==> config.mk <==
export PLATFORM = sky130hd
export DESIGN_NAME = csa_ctrl
export DESIGN_NICKNAME = d
export VERILOG_FILES = /design/src/rtl/csa_pkg.sv /design/src/rtl/csa_ctrl.sv
export SDC_FILE = /design/constraint.sdc
export NUM_CORES = 1
export LEC_CHECK = 0
export BUFFER_PORTS_ARGS = -buffer_cell sky130_fd_sc_hd__clkbuf_2
export CORE_MARGIN = 5
export CORE_UTILIZATION = 50
export DETAILED_ROUTE_END_ITERATION = 16
export PLACE_DENSITY = 0.72
export SYNTH_ARGS = -nofsm -noshare
export SYNTH_HDL_FRONTEND = slang
export SYNTH_SLANG_ARGS = --single-unit
==> constraint.sdc <==
create_clock -name clk_i -period 1.9 [get_ports clk_i]
set_clock_uncertainty 0.15 [all_clocks]
set_input_delay 0.19 -clock clk_i [delete_from_list [all_inputs] [get_ports clk_i]]
set_output_delay 0.19 -clock clk_i [all_outputs]
set_load 0.03 [all_outputs]
==> src/rtl/csa_pkg.sv <==
`default_nettype none
package csa_pkg;

  localparam int unsigned CHUNK_W = 4;
  localparam int unsigned ADDR_W  = 20;
  localparam int unsigned SIZE_W  = 17;
  localparam int unsigned COUNT_W = 5;
  localparam int unsigned BASE_W  = 21;

  localparam int unsigned DEF_MAX_CHUNKS   = 16;
  localparam int unsigned DEF_FREE_ENTRIES = 64;
  localparam int unsigned DEF_USED_ENTRIES = 64;

  localparam logic [SIZE_W-1:0] CS_RESET = 17'd4096;
  localparam logic [SIZE_W-1:0] CS_MAX   = 17'd65536;

  typedef enum logic [2:0] {
    ST_OK        = 3'd0,
    ST_NOT_ALLOC = 3'd1,
    ST_NO_CHUNK  = 3'd2,
    ST_BAD_SIZE  = 3'd3,
    ST_FULL      = 3'd4
  } status_e;

  typedef enum logic {
    OP_RESERVE = 1'b0,
    OP_RELEASE = 1'b1
  } op_e;

  typedef struct packed {
    logic               vld;
    logic [CHUNK_W-1:0] chunk;
    logic [ADDR_W-1:0]  addr;
    logic [SIZE_W-1:0]  size;
  } seg_t;

  typedef enum logic [2:0] {
    S_CLEAR,
    S_IDLE,
    S_USCAN,
    S_FSCAN,
    S_DRAIN,
    S_DECIDE,
    S_WRITE,
    S_OUT
  } ctrl_state_e;

  typedef enum logic [2:0] {
    CMD_NONE,
    CMD_CLEAR,
    CMD_LOAD,
    CMD_USCAN,
    CMD_FSCAN,
    CMD_DECIDE,
    CMD_WR1,
    CMD_WR2
  } dp_cmd_e;

endpackage
`default_nettype wire

==> src/rtl/csa_ctrl.sv <==
`default_nettype none
module csa_ctrl #(
  parameter int unsigned FreeEntries = csa_pkg::DEF_FREE_ENTRIES,
  parameter int unsigned UsedEntries = csa_pkg::DEF_USED_ENTRIES,
  localparam int unsigned MaxEnt = (FreeEntries > UsedEntries) ? FreeEntries : UsedEntries,
  localparam int unsigned CntW = $clog2(MaxEnt + 1)
) (
  input  wire logic              clk_i,
  input  wire logic              rst_ni,
  input  wire logic              in_valid_i,
  output      logic              in_stall_o,
  output      logic              out_valid_o,
  input  wire logic              out_stall_i,
  output      csa_pkg::dp_cmd_e  cmd_o,
  output      logic [CntW-1:0]   cnt_o
);

  csa_pkg::ctrl_state_e state_q, state_d;
  logic [CntW-1:0] cnt_q, cnt_d;
  logic            wr2_q, wr2_d;

  always_ff @(posedge clk_i or negedge rst_ni) begin
    if (!rst_ni) begin
      state_q <= csa_pkg::S_CLEAR;
      cnt_q   <= '0;
      wr2_q   <= 1'b0;
    end else begin
      state_q <= state_d;
      cnt_q   <= cnt_d;
      wr2_q   <= wr2_d;
    end
  end

  always_comb begin
    state_d     = state_q;
    cnt_d       = cnt_q;
    wr2_d       = wr2_q;
    cmd_o       = csa_pkg::CMD_NONE;
    in_stall_o  = 1'b1;
    out_valid_o = 1'b0;
    case (state_q)
      csa_pkg::S_CLEAR: begin
        cmd_o = csa_pkg::CMD_CLEAR;
        if (cnt_q == CntW'(MaxEnt - 1)) begin
          cnt_d   = '0;
          state_d = csa_pkg::S_IDLE;
        end else begin
          cnt_d = cnt_q + 1'b1;
        end
      end
      csa_pkg::S_IDLE: begin
        in_stall_o = 1'b0;
        if (in_valid_i) begin
          cmd_o   = csa_pkg::CMD_LOAD;
          cnt_d   = '0;
          state_d = csa_pkg::S_USCAN;
        end
      end
      csa_pkg::S_USCAN: begin
        cmd_o = csa_pkg::CMD_USCAN;
        if (cnt_q == CntW'(UsedEntries - 1)) begin
          cnt_d   = '0;
          state_d = csa_pkg::S_FSCAN;
        end else begin
          cnt_d = cnt_q + 1'b1;
        end
      end
      csa_pkg::S_FSCAN: begin
        cmd_o = csa_pkg::CMD_FSCAN;
        if (cnt_q == CntW'(FreeEntries - 1)) begin
          cnt_d   = '0;
          state_d = csa_pkg::S_DRAIN;
        end else begin
          cnt_d = cnt_q + 1'b1;
        end
      end
      csa_pkg::S_DRAIN: begin
        state_d = csa_pkg::S_DECIDE;
      end
      csa_pkg::S_DECIDE: begin
        cmd_o   = csa_pkg::CMD_DECIDE;
        wr2_d   = 1'b0;
        state_d = csa_pkg::S_WRITE;
      end
      csa_pkg::S_WRITE: begin
        if (!wr2_q) begin
          cmd_o = csa_pkg::CMD_WR1;
          wr2_d = 1'b1;
        end else begin
          cmd_o   = csa_pkg::CMD_WR2;
          state_d = csa_pkg::S_OUT;
        end
      end
      csa_pkg::S_OUT: begin
        out_valid_o = 1'b1;
        if (!out_stall_i) begin
          state_d = csa_pkg::S_IDLE;
        end
      end
      default: begin
        state_d = csa_pkg::S_IDLE;
      end
    endcase
  end

  assign cnt_o = cnt_q;

endmodule
`default_nettype wire

==> Word-level counts from Yosys, hierarchy flattened <==
Index checks and enable logic that the tools add are counted.
{ "totals": {"reg_bits": 11, "in_bits": 4, "out_inout_bits": 12, "wordCells": 40} }
{ "op_classes": {"add_sub_neg": 1, "n_eq_ne": 14, "n_mux": 16, "n_reduce_logical": 6} }
{ "op_table": {"columns": ["cell", "count"], "rows": [
  ["$pmux 3 s8", 1],
  ["$mux 3", 6],
  ["$pmux 3 s6", 1],
  ["$mux 7", 2],
  ["$pmux 7 s2", 1],
  ["$eq 3x3->1 const B", 4],
  ["$ne 2x2->1 const B", 6],
  ["$add 7x1->7 const B", 1],
  ["$eq 7x6->1 const B", 1],
  ["$eq 3x2->1 const B", 2],
  ["$reduce_and 6->1", 1],
  ["$reduce_bool 2->1", 2],
  ["$eq 3x1->1 const B", 1],
  ["$logic_not 3->1", 1],
  ["$mux 1", 3],
  ["$reduce_or 3->1", 1],
  ["$mux 2", 1],
  ["$pmux 1 s2", 1],
  ["$reduce_and 2->1", 1]
]} }

==> Logic depth before layout (Yosys ltp) <==
Gate-level depths: netlist of run 1.
{ "logic_depth": {"word_depth": 4, "mapped_depth": 6, "ltp_nobuf": 5} }

==> Worst setup path before layout of run 1 <==
OpenSTA, ideal clock, no wires.
{ "synth_timing": {"path_kind": "register to output", "startpoint": "register state_q[1]", "endpoint": "output port cmd_o[1]", "t_arrival_ns": 1.478, "t_required_ns": 1.560, "path_slack_ns": 0.082, "stages_incl_launch_ff": 5, "n_path_buf": 2, "path_cell_list": "dfrtp_1 > buf_4 > nand2b_1 > buf_2 > o21ai_0"} }
{ "synth_via": {"elab_chain_cells": 2, "elab_cells_between_ends": 7, "classes_between": "eq/ne: 5; mux: 1; reduce/logical: 1"} }
{ "synth_lines": {"columns": ["element", "line_no", "text"], "rows": [
  ["start, declared", "csa_ctrl.sv:18", "csa_pkg::ctrl_state_e state_q, state_d;"],
  ["start signal, assigned", "csa_ctrl.sv:24", "state_q <= csa_pkg::S_CLEAR;"],
  ["start signal, assigned", "csa_ctrl.sv:28", "state_q <= state_d;"],
  ["$eq 3x3->1, or another cell as far along", "csa_ctrl.sv:41", "case (state_q)"],
  ["$pmux 3 s6 (*)", "csa_ctrl.sv:41", null],
  ["end, declared", "csa_ctrl.sv:14", "output csa_pkg::dp_cmd_e cmd_o,"]
]} }
Every way passes the cells marked *; elsewhere a longest branch is shown, timed or not.

==> Final worst setup path of run 1 <==
Ends and elaborated chain as after synthesis.

==> results_dict.tcl, run 1 <==
set metrics [dict create \
    status "finished, final reports clean" \
    core_um2 1285 \
    drv_cap 0 \
    grt_pass1_vias 472 \
    finalSetupTns_ps 0 \
    fin_ws_ps 194.9 \
    vias 574 \
    syn-num-nets 79 \
    ys_seq_elements 11 \
    max_stage_delay_ps 480 \
    ys_warn_count 0 \
    critPathSlowestCell "dfrtp_1" \
    clkLatencyLatePin_ps 270 \
    crit_type "reg2out" \
    hp-start "out_stall_i" \
    final_nets 97 \
    drv_slew 0 \
    n_antenna_cell 0 \
    synthDistinctLibCells 31 \
    cp.arrival_ps 1370 \
    portBuffers 15 \
    routed_wl_um 1310 \
    postSynthCellCount 74 \
    clock-root-buffer "clkbuf_4" \
    syn_area_um2 666.9 \
    gr-max-usage-layer "met1" \
    cts_tree "built" \
    cts_max_path_buffers 2 \
    synth_area_leader_cell "dfrtp_1" \
    area_delta_synth_final_pct 18.39 \
    grt_first_pass_wirelength_um 2159 \
    die_area_um2 2164 \
    place_ws_ps 258.3 \
    grtUsageMet2 0.1813 \
    cp_max_fo 9 \
    yosysSeqAreaShare 0.4128 \
    drt_iter0_drc 10 \
    routedWlPerCell_um 12.36 \
    rsz0062_at_grt "no" \
    met3_usage 0.07031 \
    h-tree-depth 1 \
    clkSlewWorstSetupHoldPaths_ps 60 \
    rows 13 \
    gp_congestion 0.7486 \
    grt_max_degree 16 \
    min_to "state_q[2]" \
    cts_sinks 11 \
    dp_hpwl_um 935.8 \
    yosys-top-cells-area "dfrtp_1, nand2_1, nor2_1" \
    cp-end-kind "output port" \
    crit-reg2reg-launch "cnt_o[0]" \
    hold_viol 0 \
    maxSlewHeadroom 0.7700 \
    final_cell_mix "clkbuf_2, dfrtp_1, nand2_1, nor2_1, o21ai_0" \
    peakVddDrop_mv 0.6301 \
    die_h_um 46.52 \
    r2r_end "state_q[1]" \
    worstPathCellList "nand2b_4, o21ai_0, clkbuf_2" \
    leakage_nw 0.3650 \
    avgSynthCellArea_um2 9.012 \
    postCtsSetupBuffers 0 \
    tightest_slew_ps 345.0 \
    drive_above_1_share 0.2967 \
    ff2ff_setup_slack_ps 260 \
    antenna_found_initial 0 \
    required_ps 1560 \
    drtPass1Iterations 4 \
    timing.final.crit_share 0.8974 \
    min_path_cells 3 \
    grt.overflow.total 0 \
    synth.top_cell.area_share 0.4128 \
    viasPerCell 5.415 \
    clock.fmax_ghz 0.5865 \
    start_util 0.5190 \
    finalSetupViolCount 0 \
    route.detailed.drc 0 \
    layout_commonest_cell "clkbuf_2" \
    ant_nets 0 \
    min_path_type "in2reg" \
    powerDensity_nw_per_um2 1393 \
    reg2reg_depth 5 \
    critPathLaunchType "register" \
    cts_buffers 3 \
    die_w_um 46.52 \
    grt.total_usage 0.1454 \
    io_pins 16 \
    period_needed_ps 1705 \
    grtUsageMet1 0.2043 \
]
[critical path, delay by kind of cell (launching register included)]
kind            cells  cell delay [ps]
compound gates      1              170
buf+inv             1              220
flops               1              480
simple gates        1              230
[flip-flops by register name, indices dropped and copies added (netlist names)]
signal,cells
state_q,3
wr2_q,1
cnt_o,7
[per-layer routing]
| layer | part of all wire | wire [µm] |
|---|---|---|
| met1 | 0.52 | 680 |
| met2 | 0.40 | 525 |
| met3 | 0.066 | 86 |
| met4 | 0.014 | 18 |
| met5 | 0 | 0 |
[cell usage after synthesis]
| library cell | number |
|---|---|
| o32ai_1 | 1 |
| nand2_2 | 1 |
| a21oi_1 | 3 |
| or3_4 | 1 |
| nand2_1 | 10 |
| mux2i_1 | 2 |
| o21a_1 | 1 |
| nand2b_1 | 5 |
| nor3_2 | 1 |
| o22a_1 | 1 |
| nor3_1 | 2 |
| a22o_2 | 1 |
| nor2b_1 | 1 |
| mux2_2 | 1 |
| o31ai_1 | 1 |
| nor2_1 | 9 |
| dfrtp_1 | 11 |
| a211oi_1 | 1 |
| buf_2 | 3 |
| a32o_1 | 1 |
| a21o_1 | 1 |
| buf_4 | 1 |
| o22ai_1 | 1 |
| ha_1 | 1 |
| nand3_1 | 3 |
| inv_1 | 1 |
| a22o_1 | 1 |
| o21ai_0 | 5 |
| xor2_1 | 1 |
| o21ai_4 | 1 |
| a211oi_2 | 1 |
[power breakdown]
group	total [mW]	switching, mW	internal, mW
clock network	0.157	0.0753	0.0813
logic	0.517	0.318	0.198
registers	0.427	0.116	0.310
total	1.10	0.510	0.590
[how the worst max path moves through the flow]
stage,from,end,slack [ps],cells after the start
after floorplan,state_q[1],cmd_o[1],80,4
after global placement,cnt_o[0],state_q[1],270,5
after detailed placement,cnt_o[0],cnt_o[5],260,5
after CTS,state_q[1],cmd_o[1],30,3
after global routing,state_q[2],cmd_o[2],100,5
final,state_q[1],cmd_o[1],190,3
[kinds of logic after synthesis]
group	synth area share
AOI/OAI and AO/OA	0.2270
xor gates and xnor gates	0.01314
adders and majority gates	0.01876
buffers and inverters	0.03939
DFF	0.4128
muxes	0.04690
and+or+nand+nor	0.2420
[metrics by stage]
step	std cells	util	power, mW	hold slack [ps]	cell area (µm²)
floorplan	74	-	0.8068	-255.6	666.9
detailed placement	101	0.5803	0.9426	-72.56	745.7
CTS	106	0.6086	1.104	114.7	782.0
finish	106	0.6144	1.100	114.3	789.5
global route	106	0.6144	1.183	126.5	789.5
global placement	101	0.5803	0.9411	-69.78	745.7
[what timing repair did]
action	4_1_cts	5_1_grt
hold buffers	1	0
setup endpoints to repair	0	2
gates resized for setup	0	2
hold endpoints to repair	11	0
[final cells by class]
class                           count  area [µm²]
Tap cell                           15       18.77
Multi-Input combinational cell     58       372.9
Inverter                            1       3.754
Clock buffer                        4       26.28
Fill cell                         116       495.5
Sequential cell                    11       275.3
Timing Repair Buffer               17       92.59
(Power assumes the default switching activity.)
==> run 2, diff against run 1 <==
--- a/config.mk
+++ b/config.mk
@@ -6,8 +6,11 @@
 export NUM_CORES = 1
 export LEC_CHECK = 0
 export BUFFER_PORTS_ARGS = -buffer_cell sky130_fd_sc_hd__clkbuf_2
+export CELL_PAD_IN_SITES_DETAIL_PLACEMENT = 1
+export CELL_PAD_IN_SITES_GLOBAL_PLACEMENT = 1
+export CORE_ASPECT_RATIO = 0.9
 export CORE_MARGIN = 5
-export CORE_UTILIZATION = 50
+export CORE_UTILIZATION = 37
 export DETAILED_ROUTE_END_ITERATION = 16
 export PLACE_DENSITY = 0.72
 export SYNTH_ARGS = -nofsm -noshare
==> run 2 against run 1 <==
Effect of this change: total power increased by 3.1%; clock power is essentially flat; sequential power down 3%; flip-flop and latch count unchanged; critical path type unchanged.
==> results_dict.tcl, run 2 (synthesized netlist as in run 1, its figures left out) <==
set metrics [dict create \
    drt_iter0_drc 5 \
    multi_input_area_um2 365.4 \
    gp_congestion 0.7492 \
    routed_wl_um 1671 \
    portBuffers 15 \
    viasPerCell 5.263 \
    fillCellCount 219 \
    dp_hpwl_um 1311 \
    h-tree-depth 1 \
    drv_slew 0 \
    maxSlewHeadroom 0.7036 \
    die_w_um 54.75 \
    cts_max_path_buffers 2 \
    post_cts_resized 0 \
    layout_commonest_cell "clkbuf_2" \
    clkLatencyLatePin_ps 270 \
    die_area_um2 2753 \
    grt.total_usage 0.1479 \
    peakVddDrop_mv 0.7894 \
    timing.final.crit_share 0.9471 \
    core_um2 1699 \
    cts_buffers 3 \
    leakage_nw 0.3682 \
    rsz0062_at_grt "no" \
    drive_above_1_share 0.3085 \
    dpl_cell_area_um2 779.5 \
    tightest_slew_ps 444.6 \
    finalSetupViolCount 0 \
    routedWlPerCell_um 14.16 \
    totalPowerFinal_mw 1.134 \
    required_ps 1560 \
    finalInstanceArea_um2 815.8 \
    cp-end-kind "output port" \
    grt_max_degree 12 \
    hold_viol 0 \
    grt_first_pass_wirelength_um 2939 \
    critPathLaunchType "register" \
    largest_reg_flops 7 \
    period_needed_ps 1799 \
    final_cell_mix "clkbuf_2, dfrtp_1, nand2_1, nor2_1" \
    drtPass1Iterations 2 \
    regArea_um2 275.3 \
    clock.fmax_ghz 0.5557 \
    clkSlewWorstSetupHoldPaths_ps 70 \
    route.detailed.drc 0 \
    drv_cap 0 \
    fin_ws_ps 100.5 \
    rows 14 \
    status "finished, final reports clean" \
    place_ws_ps 227.8 \
    cp_max_fo 9 \
    antenna_found_initial 0 \
    ant_nets 0 \
    cp.arrival_ps 1460 \
    powerDensity_nw_per_um2 1390 \
    vias 621 \
    start_util 0.3925 \
    cts_tree "built" \
    crit_type "reg2out" \
    grt_pass1_vias 630 \
    finalHoldWorstSlack_ps 114.8 \
    cts_sinks 11 \
    die_h_um 50.28 \
    min_path_type "in2reg" \
    area_delta_synth_final_pct 22.33 \
    io_pins 16 \
    final_nets 100 \
    finalSetupTns_ps 0 \
    clock-root-buffer "clkbuf_4" \
    grt.overflow.total 0 \
    n_antenna_cell 0 \
]
-- run 2: cell types whose count changed in the layout (fill, tap and decap cells not counted) --
cell / previous run / this run
nand2b_1: 4 / 5
nand2b_4: 1 / 0
buf_4: 1 / 4
-- run 2: layer usage --
layer  up-vias  wire (µm)  GRT usage  part of all wire
li1        303          -          -                 -
met1       306        808     0.1985              0.48
met2         8        785     0.2165              0.47
met3         4         53    0.05325             0.032
met4         0         23    0.04979             0.014
met5         -          0          0                 0
-- run 2: layout make-up --
cell class / instances / area share
multi-input cells: 58 / 0.4479
flip-flops and latches: 11 / 0.3374
repair buffers: 20 / 0.1411
well taps: 24 / 0.03681
clock buffers: 4 / 0.03221
inverters: 1 / 0.004601
-- run 2: path summary, 6_finish.rpt --
path / from / to / slack, ps / depth (start not counted)
worst max-delay path: state_q[1] / cmd_o[1] / 100 / 3
worst min-delay path: out_stall_i / state_q[2] / 110 / 3
worst max register to register: cnt_o[0] / state_q[1] / 220 / 5
worst min register to register: cnt_o[6] / cnt_o[6] / 390 / 1
max in group asynchronous: rst_ni / cnt_o[4] / 1190 / 2
min in group asynchronous: rst_ni / state_q[2] / 180 / 2
-- run 2: critical path, stage by stage (launching register included) --
cell	delay [ps]
dfrtp_1	370
nand2b_1	330
o21ai_0	250
clkbuf_2	240
-- run 2: metrics by stage --
stage / util / cells
after floorplan: - / 74
after global placement: 0.4588 / 113
after detailed placement: 0.4588 / 113
after CTS: 0.4801 / 118
after global routing: 0.4801 / 118
final: 0.4801 / 118
-- run 2: where the power goes --
group          switching [mW]  internal (mW)
Clock                  0.0763         0.0813
Combinational           0.352          0.211
Sequential              0.103          0.310
-- run 2: timing repair --
item | in CTS | in global routing
hold buffers | 1 | 0
endpoints found under the hold margin | 11 | 0
setup buffers | 0 | 0
